<file path="config.mk">
export PLATFORM = sky130hd
export DESIGN_NAME = packet_header_field_extractor
export DESIGN_NICKNAME = d
export VERILOG_FILES = /design/src/sv/phfe_pkg.sv /design/src/sv/phfe_in_stage.sv /design/src/sv/phfe_parser.sv /design/src/sv/phfe_out_stage.sv /design/src/sv/packet_header_field_extractor.sv
export SDC_FILE = /design/constraint.sdc
export NUM_CORES = 2
export LEC_CHECK = 0
export BUFFER_PORTS_ARGS = -buffer_cell sky130_fd_sc_hd__buf_2
export CAP_MARGIN = 30
export CORE_AREA = 2 2 277 279
export CTS_BUF_LIST = sky130_fd_sc_hd__clkbuf_4
export DETAILED_ROUTE_END_ITERATION = 7
export DIE_AREA = 0 0 279 281
export HOLD_SLACK_MARGIN = 0.03
export PLACE_DENSITY = 0.67
export SKIP_CTS_REPAIR_TIMING = 1
export SLEW_MARGIN = 20
export SYNTH_ARGS = -nofsm -noshare
export SYNTH_HDL_FRONTEND = slang
export SYNTH_HIERARCHICAL = 1
export SYNTH_SLANG_ARGS = --single-unit
</file>
<file path="constraint.sdc">
create_clock -name clk -period 69.7 [get_ports clk]
set_input_delay 6.97 -clock clk [delete_from_list [all_inputs] [get_ports clk]]
set_output_delay 6.97 -clock clk [all_outputs]
set_load 0.01 [all_outputs]
</file>
<file path="src/sv/phfe_pkg.sv">
// shared types, constants and helpers for the packet header field extractor
// no dependencies

package phfe_pkg;

  localparam int LENGTH_BITS_DEF = 16;

  localparam logic [15:0] ETHERTYPE_IPV4 = 16'h0800;
  localparam logic [15:0] ETHERTYPE_IPV6 = 16'h86DD;
  localparam logic [7:0]  PROTO_TCP      = 8'd6;
  localparam logic [7:0]  PROTO_UDP      = 8'd17;

  // byte offsets and minimum lengths, all below 128
  localparam logic [6:0] ETH_HDR_BYTES = 7'd14;
  localparam logic [6:0] IPV4_MIN_LEN  = 7'd34;
  localparam logic [6:0] IPV6_MIN_LEN  = 7'd54;
  localparam logic [6:0] IPV6_L4_OFF   = 7'd54;
  localparam logic [6:0] TCP_HDR_BYTES = 7'd20;
  localparam logic [6:0] UDP_HDR_BYTES = 7'd8;

  localparam logic [1:0] DIR_INGRESS = 2'd1;

  typedef struct packed {
    logic [7:0] data_byte;
    logic       last_byte;
  } in_item_t;

  typedef struct packed {
    logic [47:0] dest_mac;
    logic [47:0] source_mac;
    logic [15:0] ether_type;
    logic [7:0]  ip_protocol;
    logic [15:0] source_port;
    logic [15:0] dest_port;
    logic [1:0]  direction_tag;
    logic [15:0] frame_length;
    logic [63:0] source_addr_high;
    logic [63:0] source_addr_low;
    logic [63:0] dest_addr_high;
    logic [63:0] dest_addr_low;
  } record_t;

  // replace byte idx (0 = least significant) of a 64-bit word
  function automatic logic [63:0] put_byte64(input logic [63:0] w, input logic [7:0] b,
                                             input logic [2:0] idx);
    logic [63:0] r;
    r = w;
    r[{idx, 3'b000} +: 8] = b;
    return r;
  endfunction

endpackage

</file>
<file path="src/sv/phfe_in_stage.sv">
// input register of the packet header field extractor
// depends on phfe_pkg

module phfe_in_stage import phfe_pkg::*; (
  input  logic     clk,
  input  logic     rst_n,
  input  logic     in_valid,
  input  in_item_t in_item,
  output logic     in_stall,
  input  logic     take,
  output logic     item_valid,
  output in_item_t item
);

  logic     valid_r, valid_nxt;
  in_item_t item_r;
  logic     load;

  assign in_stall   = valid_r && !take;
  assign load       = in_valid && !in_stall;
  assign valid_nxt  = load || (valid_r && !take);
  assign item_valid = valid_r;
  assign item       = item_r;

  always_ff @(posedge clk) begin
    if (!rst_n) begin
      valid_r <= 1'b0;
    end else begin
      valid_r <= valid_nxt;
    end
    if (load) begin
      item_r <= in_item;
    end
  end

endmodule

</file>
<file path="src/sv/phfe_parser.sv">
// per-frame header state and the record built on the last byte
// depends on phfe_pkg

module phfe_parser import phfe_pkg::*; #(
  parameter int LENGTH_BITS = LENGTH_BITS_DEF
) (
  input  logic       clk,
  input  logic       rst_n,
  input  logic       step,
  input  in_item_t   item,
  input  logic [1:0] direction,
  output logic       emit,
  output record_t    rec
);

  logic [LENGTH_BITS-1:0] cnt_r, len;
  logic [47:0] mac_dst_r, mac_dst_nxt, mac_src_r, mac_src_nxt;
  logic [15:0] etype_r, etype_nxt;
  logic [3:0]  ihl_r, ihl_nxt;
  logic [7:0]  proto_r, proto_nxt;
  logic [63:0] src_hi_r, src_hi_nxt, src_lo_r, src_lo_nxt;
  logic [63:0] dst_hi_r, dst_hi_nxt, dst_lo_r, dst_lo_nxt;
  logic [31:0] ports_r, ports_nxt;

  logic [7:0]  b;
  logic [6:0]  p7, len7, off, need;
  logic        p_big, len_big, is_v4, is_v6, ip_ok, ports_ok;
  logic [2:0]  mac_idx;
  logic [3:0]  src_idx;
  logic [6:0]  port_idx;
  logic [32:0] len_ext;

  always_comb begin
    b         = item.data_byte;
    p7        = cnt_r[6:0];
    p_big     = |cnt_r[LENGTH_BITS-1:7];
    is_v4     = (etype_r == ETHERTYPE_IPV4);
    is_v6     = (etype_r == ETHERTYPE_IPV6);
    mac_dst_nxt = mac_dst_r;
    mac_src_nxt = mac_src_r;
    etype_nxt   = etype_r;
    ihl_nxt     = ihl_r;
    proto_nxt   = proto_r;
    src_hi_nxt  = src_hi_r;
    src_lo_nxt  = src_lo_r;
    dst_hi_nxt  = dst_hi_r;
    dst_lo_nxt  = dst_lo_r;
    ports_nxt   = ports_r;
    off         = 7'd0;
    mac_idx     = 3'd5 - p7[2:0];
    src_idx     = 4'd11 - p7[3:0];

    if (!p_big && p7 < 7'd6) begin
      mac_dst_nxt[{mac_idx, 3'b000} +: 8] = b;
    end else if (!p_big && p7 < 7'd12) begin
      mac_src_nxt[{src_idx[2:0], 3'b000} +: 8] = b;
    end else if (!p_big && p7 < ETH_HDR_BYTES) begin
      if (p7 == 7'd12) begin
        etype_nxt[15:8] = b;
      end else begin
        etype_nxt[7:0] = b;
      end
    end else if (is_v4) begin
      if (!p_big && p7 == 7'd14) begin
        ihl_nxt = b[3:0];
      end
      if (!p_big && p7 == 7'd23) begin
        proto_nxt = b;
      end
      if (!p_big && p7 >= 7'd26 && p7 <= 7'd29) begin
        src_lo_nxt = put_byte64(src_lo_r, b, 3'(7'd29 - p7));
      end
      if (!p_big && p7 >= 7'd30 && p7 <= 7'd33) begin
        dst_lo_nxt = put_byte64(dst_lo_r, b, 3'(7'd33 - p7));
      end
    end else if (is_v6) begin
      if (!p_big && p7 == 7'd20) begin
        proto_nxt = b;
      end
      if (!p_big && p7 >= 7'd22 && p7 <= 7'd29) begin
        src_hi_nxt = put_byte64(src_hi_r, b, 3'(7'd29 - p7));
      end
      if (!p_big && p7 >= 7'd30 && p7 <= 7'd37) begin
        src_lo_nxt = put_byte64(src_lo_r, b, 3'(7'd37 - p7));
      end
      if (!p_big && p7 >= 7'd38 && p7 <= 7'd45) begin
        dst_hi_nxt = put_byte64(dst_hi_r, b, 3'(7'd45 - p7));
      end
      if (!p_big && p7 >= 7'd46 && p7 <= 7'd53) begin
        dst_lo_nxt = put_byte64(dst_lo_r, b, 3'(7'd53 - p7));
      end
    end

    // transport header offset, using the ihl taken on this very byte
    if (is_v4) begin
      off = ETH_HDR_BYTES + {1'b0, ihl_nxt, 2'b00};
    end else if (is_v6) begin
      off = IPV6_L4_OFF;
    end
    port_idx = off + 7'd3 - p7;
    if ((is_v4 || is_v6) && !p_big && p7 >= ETH_HDR_BYTES && p7 >= off
        && p7 <= off + 7'd3) begin
      ports_nxt[{port_idx[1:0], 3'b000} +: 8] = b;
    end

    // saturating length including this byte
    len     = (&cnt_r) ? cnt_r : cnt_r + LENGTH_BITS'(1);
    len7    = len[6:0];
    len_big = |len[LENGTH_BITS-1:7];

    if (proto_nxt == PROTO_TCP) begin
      need = TCP_HDR_BYTES;
    end else if (proto_nxt == PROTO_UDP) begin
      need = UDP_HDR_BYTES;
    end else begin
      need = 7'd0;
    end
    if (is_v4) begin
      ip_ok = len_big || len7 >= IPV4_MIN_LEN;
    end else if (is_v6) begin
      ip_ok = len_big || len7 >= IPV6_MIN_LEN;
    end else begin
      ip_ok = 1'b0;
    end
    ports_ok = ip_ok && need != 7'd0
               && (len_big || {1'b0, len7} >= {1'b0, off} + {1'b0, need});

    len_ext = {{(33 - LENGTH_BITS){1'b0}}, len};
    emit    = step && item.last_byte && (len_big || len7 >= ETH_HDR_BYTES);

    rec.dest_mac         = mac_dst_nxt;
    rec.source_mac       = mac_src_nxt;
    rec.ether_type       = etype_nxt;
    rec.ip_protocol      = ip_ok ? proto_nxt : 8'd0;
    rec.source_port      = ports_ok ? ports_nxt[31:16] : 16'd0;
    rec.dest_port        = ports_ok ? ports_nxt[15:0] : 16'd0;
    rec.direction_tag    = direction;
    rec.frame_length     = (len_ext > 33'd65535) ? 16'hFFFF : len_ext[15:0];
    rec.source_addr_high = (ip_ok && is_v6) ? src_hi_nxt : 64'd0;
    rec.dest_addr_high   = (ip_ok && is_v6) ? dst_hi_nxt : 64'd0;
    if (ip_ok && is_v6) begin
      rec.source_addr_low = src_lo_nxt;
      rec.dest_addr_low   = dst_lo_nxt;
    end else if (ip_ok) begin
      rec.source_addr_low = {32'd0, src_lo_nxt[31:0]};
      rec.dest_addr_low   = {32'd0, dst_lo_nxt[31:0]};
    end else begin
      rec.source_addr_low = 64'd0;
      rec.dest_addr_low   = 64'd0;
    end
  end

  always_ff @(posedge clk) begin
    if (!rst_n || (step && item.last_byte)) begin
      cnt_r     <= '0;
      mac_dst_r <= '0;
      mac_src_r <= '0;
      etype_r   <= '0;
      ihl_r     <= '0;
      proto_r   <= '0;
      src_hi_r  <= '0;
      src_lo_r  <= '0;
      dst_hi_r  <= '0;
      dst_lo_r  <= '0;
      ports_r   <= '0;
    end else if (step) begin
      cnt_r     <= len;
      mac_dst_r <= mac_dst_nxt;
      mac_src_r <= mac_src_nxt;
      etype_r   <= etype_nxt;
      ihl_r     <= ihl_nxt;
      proto_r   <= proto_nxt;
      src_hi_r  <= src_hi_nxt;
      src_lo_r  <= src_lo_nxt;
      dst_hi_r  <= dst_hi_nxt;
      dst_lo_r  <= dst_lo_nxt;
      ports_r   <= ports_nxt;
    end
  end

  // frame state restarts after every last byte
  a_clear_after_last: assert property (@(posedge clk) disable iff (!rst_n)
    step && item.last_byte |=> cnt_r == '0)
    else $error("byte count not cleared after last byte");

  // no record for a runt frame
  a_runt_silent: assert property (@(posedge clk) disable iff (!rst_n)
    emit |-> rec.frame_length >= 16'd14)
    else $error("record emitted for frame under ethernet header size");

endmodule

</file>
<file path="src/sv/phfe_out_stage.sv">
// result register of the packet header field extractor
// depends on phfe_pkg

module phfe_out_stage import phfe_pkg::*; (
  input  logic    clk,
  input  logic    rst_n,
  input  logic    load,
  input  record_t rec,
  input  logic    out_stall,
  output logic    out_valid,
  output record_t out_rec,
  output logic    free
);

  logic    valid_r, valid_nxt;
  record_t rec_r;

  assign free      = !valid_r || !out_stall;
  assign valid_nxt = load || (valid_r && out_stall);
  assign out_valid = valid_r;
  assign out_rec   = rec_r;

  always_ff @(posedge clk) begin
    if (!rst_n) begin
      valid_r <= 1'b0;
    end else begin
      valid_r <= valid_nxt;
    end
    if (load) begin
      rec_r <= rec;
    end
  end

endmodule

</file>
<file path="src/sv/packet_header_field_extractor.sv">
// top level of the packet header field extractor (ethernet, ipv4/ipv6, tcp/udp)
// depends on phfe_pkg, phfe_in_stage, phfe_parser, phfe_out_stage

// Takes a frame one byte per transfer, wire order, with in_last_byte on the
// final byte, and on that byte hands out one record: both mac addresses, the
// ethertype, the ipv4 protocol or ipv6 next header, the ip addresses (ipv4 in
// the low 32 bits of the low words), tcp/udp ports when the whole transport
// header lies in the frame, the saturated byte count and the direction tag.
// Frames shorter than 14 bytes give no record. Sustained rate is one byte per
// cycle while no last byte waits for the result register: each byte goes
// through an input register, is parsed against the frame state, and a last
// byte writes the result register, which holds the record. Non-last bytes keep
// flowing while a record waits in the result register; only a last byte is
// held in the input register until the result register is free. The
// direction register is written through cfg_valid/cfg_ready (always ready)
// and resets to ingress; write it only between frames. vlan tags are not
// decoded and count as an unknown ethertype.

module packet_header_field_extractor import phfe_pkg::*; #(
  parameter int LENGTH_BITS = LENGTH_BITS_DEF
) (
  input  logic        clk,
  input  logic        rst_n,
  // byte input
  input  logic        in_valid,
  output logic        in_stall,
  input  logic [7:0]  in_data_byte,
  input  logic        in_last_byte,
  // record output
  output logic        out_valid,
  input  logic        out_stall,
  output logic [47:0] out_dest_mac,
  output logic [47:0] out_source_mac,
  output logic [15:0] out_ether_type,
  output logic [7:0]  out_ip_protocol,
  output logic [15:0] out_source_port,
  output logic [15:0] out_dest_port,
  output logic [1:0]  out_direction_tag,
  output logic [15:0] out_frame_length,
  output logic [63:0] out_source_addr_high,
  output logic [63:0] out_source_addr_low,
  output logic [63:0] out_dest_addr_high,
  output logic [63:0] out_dest_addr_low,
  // direction register write
  input  logic        cfg_valid,
  output logic        cfg_ready,
  input  logic [1:0]  cfg_direction_code
);

  in_item_t   in_item, item;
  logic       item_valid, step, emit, out_free;
  record_t    rec, out_rec;
  logic [1:0] direction_r;

  assign in_item.data_byte = in_data_byte;
  assign in_item.last_byte = in_last_byte;

  // a last byte needs room in the result register, other bytes never wait
  assign step      = item_valid && (!item.last_byte || out_free);
  assign cfg_ready = 1'b1;

  always_ff @(posedge clk) begin
    if (!rst_n) begin
      direction_r <= DIR_INGRESS;
    end else if (cfg_valid && cfg_ready) begin
      direction_r <= cfg_direction_code;
    end
  end

  phfe_in_stage u_in_stage (
    .clk        (clk),
    .rst_n      (rst_n),
    .in_valid   (in_valid),
    .in_item    (in_item),
    .in_stall   (in_stall),
    .take       (step),
    .item_valid (item_valid),
    .item       (item)
  );

  phfe_parser #(
    .LENGTH_BITS (LENGTH_BITS)
  ) u_parser (
    .clk       (clk),
    .rst_n     (rst_n),
    .step      (step),
    .item      (item),
    .direction (direction_r),
    .emit      (emit),
    .rec       (rec)
  );

  phfe_out_stage u_out_stage (
    .clk       (clk),
    .rst_n     (rst_n),
    .load      (emit),
    .rec       (rec),
    .out_stall (out_stall),
    .out_valid (out_valid),
    .out_rec   (out_rec),
    .free      (out_free)
  );

  assign out_dest_mac         = out_rec.dest_mac;
  assign out_source_mac       = out_rec.source_mac;
  assign out_ether_type       = out_rec.ether_type;
  assign out_ip_protocol      = out_rec.ip_protocol;
  assign out_source_port      = out_rec.source_port;
  assign out_dest_port        = out_rec.dest_port;
  assign out_direction_tag    = out_rec.direction_tag;
  assign out_frame_length     = out_rec.frame_length;
  assign out_source_addr_high = out_rec.source_addr_high;
  assign out_source_addr_low  = out_rec.source_addr_low;
  assign out_dest_addr_high   = out_rec.dest_addr_high;
  assign out_dest_addr_low    = out_rec.dest_addr_low;

  // a new record never overwrites one still waiting
  a_no_overwrite: assert property (@(posedge clk) disable iff (!rst_n)
    emit |-> !(out_valid && out_stall))
    else $error("record overwrote an untaken record");

  // ports only come with a tcp or udp protocol
  a_ports_need_l4: assert property (@(posedge clk) disable iff (!rst_n)
    out_valid && (out_source_port != 16'd0 || out_dest_port != 16'd0)
    |-> (out_ip_protocol == PROTO_TCP || out_ip_protocol == PROTO_UDP))
    else $error("ports reported without tcp or udp");

endmodule
</file>
==> impl_results.md <==
- Kind of launch point of the worst setup path: input port
- Number of nets in the synthesized netlist: 3,937
- Sum of net half-perimeters after detailed placement: 74,600 um
- Top delay family on crit path: buffers and inverters
- Placed Instance Area: 40,600 sq um
- Final #Nets: between 4,000 and 5,000
- Chip Height: around 280 um
- Sequential cell area fraction in the yosys report: 57.8%
- Critical path's largest stage delay: a little under 0.6 ns
- Drt pass-1 iters: 6
- Critical path, cell by cell: buf_2, nand2_1, inv_1, a21boi_4, buf_12, nor2b_4, buf_2
- Via count of the first global-routing pass: 29,000
- Crit. End Element: primary output
- Post-layout minimum cycle time: between 15 and 20 ns
- Most numerous cell types in the synthesized netlist: sky130_fd_sc_hd__nand2_1, sky130_fd_sc_hd__a21oi_1, sky130_fd_sc_hd__nor2_1
- Post-synth ARST share: 0%
- Number of enable-type register cells in the synthesized netlist: 435
- Worst min path class: register to register
- Antenna-violating nets left: 0
- Yosys top cell area share: 34.8%
- Initial cell density of the core: 49.7%
- Status: completed
- Clock Sinks: 867
- Cell accounting for the most synthesized area: sky130_fd_sc_hd__edfxtp_1
- Max-slew violation total from the final report: 0
- Count of vias placed by the detailed router: a little over 30,000
- Highest net fanout along the worst path: 160
- Transition at the pin with the smallest max-transition slack: 1.03 ns
- P_leak: roughly 17 nW
- PnR Total Power: 1.06 mW
- Required time of the critical path: about 63 ns
- Combined area of all synthesized cells: 37,500 sq um
- Antenna violations before repair: 5
- DRC violation count after routing: 0
- Synthesized area divided by synthesized cell count: 9.67 sq um
- Final number of setup-violating endpoints: 0
- Setup Slack @ Placement: approximately 54 ns
- Max transition margin: 31.5%
- Final clock skew: 0.0791 ns
- Ys Warns: 6
- Standard cell with the maximum stage delay on the critical path: sky130_fd_sc_hd__buf_12
- Synth Register Bits: 867
- Placed cell count: slightly above 5,000
- Share of cells above drive strength 1: 23.4%
- H-tree depth: 4
- Horizontal die dimension: 279 um
- Total buffers and inverters traversed by the critical path: 4
- Max Cap Viol: 0
- Pin count of the biggest net entering global routing: roughly 180
- Peak supply drop: 0.0143 mV
- Number of top-level pins: 445
- Endpoint arrival time on the critical path: 8.21 ns
- Start-to-end type of the worst setup path: input port to primary output
- Routability-driven placement congestion ratio: 0.899
- Total track usage: 29.0%
- Count of buffers inserted at the top-level ports: 443
- Global-route wire length before repair: around 170,000 um
- Number of non-filler instances in the completed layout: 5,535
- Post-Layout Inst Area: 43,600 sq um
- Overall overflow remaining after global route: 0
- DIE AREA: 78,400 sq um
- Hold Vio Cnt, Final: 0
- Insertion delay of the later-clocked pin in the worst-skew pair: between 1 and 1.5 ns
- Number of vias per cell after detailed routing: between 5 and 6
- Clock root cell: sky130_fd_sc_hd__clkbuf_4
- Standard cell core area: 75,400 sq um
- Synth cell types: a little under 90
- Final total negative setup slack: 0 ns
- Initial DRC count: 3,304
- CTS tree: yes
- Most used flip-flop cell after synthesis: sky130_fd_sc_hd__edfxtp_1
- Cell types with the largest area share after synthesis: sky130_fd_sc_hd__edfxtp_1, sky130_fd_sc_hd__dfxtp_1, sky130_fd_sc_hd__nand2_1
- Post-CTS clock slew at the launch and capture registers of the worst setup and hold paths: 0.06 ns
- Dominant cell by count in the synthesized netlist: sky130_fd_sc_hd__nand2_1
- Routed wire length: 116,000 um
- Area added between synthesis and finish: 16.2%
- Buffer depth of the longest clock path: 3
- Worst Slack Setup Final: 54.52 ns
- Worst Hold Slack: 0.451 ns
- Layout Utilization: 57.8%
- # rows: between 100 and 150
- RSZ-0062 raised after global routing: no
- Most Frequent Cell on Critical Path: sky130_fd_sc_hd__buf_2
- Total clock buffers created by CTS: 217
- Fillcell total: 6,604
- Highest attainable clock frequency: 0.0659 GHz
- Post-Syn Instances: 3,880
- WL per Instance: 21.0 um
- Power Density: around 24 nW/um^2
- Period Utilization, post-route: 21.8%
flip-flops by register name, summed over array words and instances (netlist names):
signal                 count
u_parser/ihl_r             4
u_parser/src_lo_r         64
u_parser/etype_r          16
u_in_stage/item            9
u_parser/dst_lo_r         64
u_out_stage/out_valid      1
u_parser/proto_r           8
direction_r                2
u_parser/mac_src_r        48
u_parser/mac_dst_r        48
u_in_stage/item_valid      1
u_out_stage/out_rec      426
u_parser/src_hi_r         64
u_parser/dst_hi_r         64
u_parser/cnt_r            16
u_parser/ports_r          32
routing by layer:
layer | wire length [um] | vias up | global-route usage, %
met1 | 48900 | 14700 | 39.2
met3 | 10800 | 249 | 7.25
met5 | 0 | - | 0
met2 | 51700 | 1532 | 43.5
met4 | 5040 | 0 | 14.3
li1 | - | 14600 | -
cell type report:
class | instances | area [sq um] | area share [%]
inverters | 29 | 111 | 0.255
diodes | 3 | 7.51 | 0.0172
well taps | 978 | 1220 | 2.81
repair buffers | 511 | 2810 | 6.44
clock inverters | 56 | 312 | 0.714
multi-input cells | 2737 | 14800 | 33.9
clock buffers | 354 | 2660 | 6.09
flip-flops and latches | 867 | 21700 | 49.8
power by group:
group | switching (mW) | internal, mW | total [mW] | leakage (nW)
clock network | 0.210 | 0.235 | 0.445 | 1.78
registers | 0.00255 | 0.536 | 0.539 | 8.18
logic | 0.0537 | 0.0176 | 0.0713 | 7.02
total | 0.267 | 0.788 | 1.06 | 17.0
cells by family after synthesis:
family,after synthesis,share of synthesized area [%]
other,1,0.00999
AO/OA/AOI/OAI,647,9.57
buffers and inverters,276,3.03
AND/OR/NAND/NOR,1757,20.1
multiplexers,272,7.61
adder cells (fa/ha/maj),41,1.39
flip-flops,867,57.8
XOR/XNOR,19,0.443
worst min-delay path, stage by stage (launching register included):
cell,delay [ns]
sky130_fd_sc_hd__dfxtp_1,0.31
sky130_fd_sc_hd__nand2_1,0.05
sky130_fd_sc_hd__a21oi_1,0.05
cells in the final DEF, fill, tap and decap left out, types with 6 or more instances in the layout:
cell type,n
sky130_fd_sc_hd__nand2_1,908
sky130_fd_sc_hd__a21oi_1,488
sky130_fd_sc_hd__nor2_1,449
sky130_fd_sc_hd__buf_2,444
sky130_fd_sc_hd__edfxtp_1,435
sky130_fd_sc_hd__dfxtp_1,432
sky130_fd_sc_hd__clkbuf_4,354
sky130_fd_sc_hd__mux2i_1,166
sky130_fd_sc_hd__nor3_1,110
sky130_fd_sc_hd__mux2_2,105
sky130_fd_sc_hd__nand3_1,85
sky130_fd_sc_hd__buf_4,62
sky130_fd_sc_hd__o21ai_0,53
sky130_fd_sc_hd__ha_1,40
sky130_fd_sc_hd__clkinv_1,33
sky130_fd_sc_hd__inv_1,28
sky130_fd_sc_hd__and3_1,25
sky130_fd_sc_hd__nand4_1,24
sky130_fd_sc_hd__and2_1,19
sky130_fd_sc_hd__nand2b_1,17
sky130_fd_sc_hd__nor2_2,16
sky130_fd_sc_hd__nor2b_1,14
sky130_fd_sc_hd__nor4_1,14
sky130_fd_sc_hd__xnor2_1,14
sky130_fd_sc_hd__or2_2,12
sky130_fd_sc_hd__clkinv_2,10
sky130_fd_sc_hd__o31ai_1,10
sky130_fd_sc_hd__a22oi_1,10
sky130_fd_sc_hd__a21o_1,8
sky130_fd_sc_hd__a31oi_1,7
sky130_fd_sc_hd__a22o_1,6
sky130_fd_sc_hd__or3_1,6
sky130_fd_sc_hd__o2bb2ai_1,6
sky130_fd_sc_hd__a211oi_1,6
sky130_fd_sc_hd__a21oi_2,6
path summary, 6_finish.rpt:
| check | startpoint | endpoint | slack (ns) | depth (start not counted) |
|---|---|---|---|---|
| worst max-delay path | out_stall | in_stall | 54.52 | 7 |
| worst min-delay path | u_parser/dst_hi_r[26] | u_parser/dst_hi_r[26] | 0.45 | 2 |
| worst max register to register | u_parser/etype_r[1] | u_out_stage/out_rec[305] | 63.27 | 18 |
| worst min register to register | u_parser/dst_hi_r[26] | u_parser/dst_hi_r[26] | 0.45 | 2 |
No activity file was read; power rests on OpenSTA's default activity.
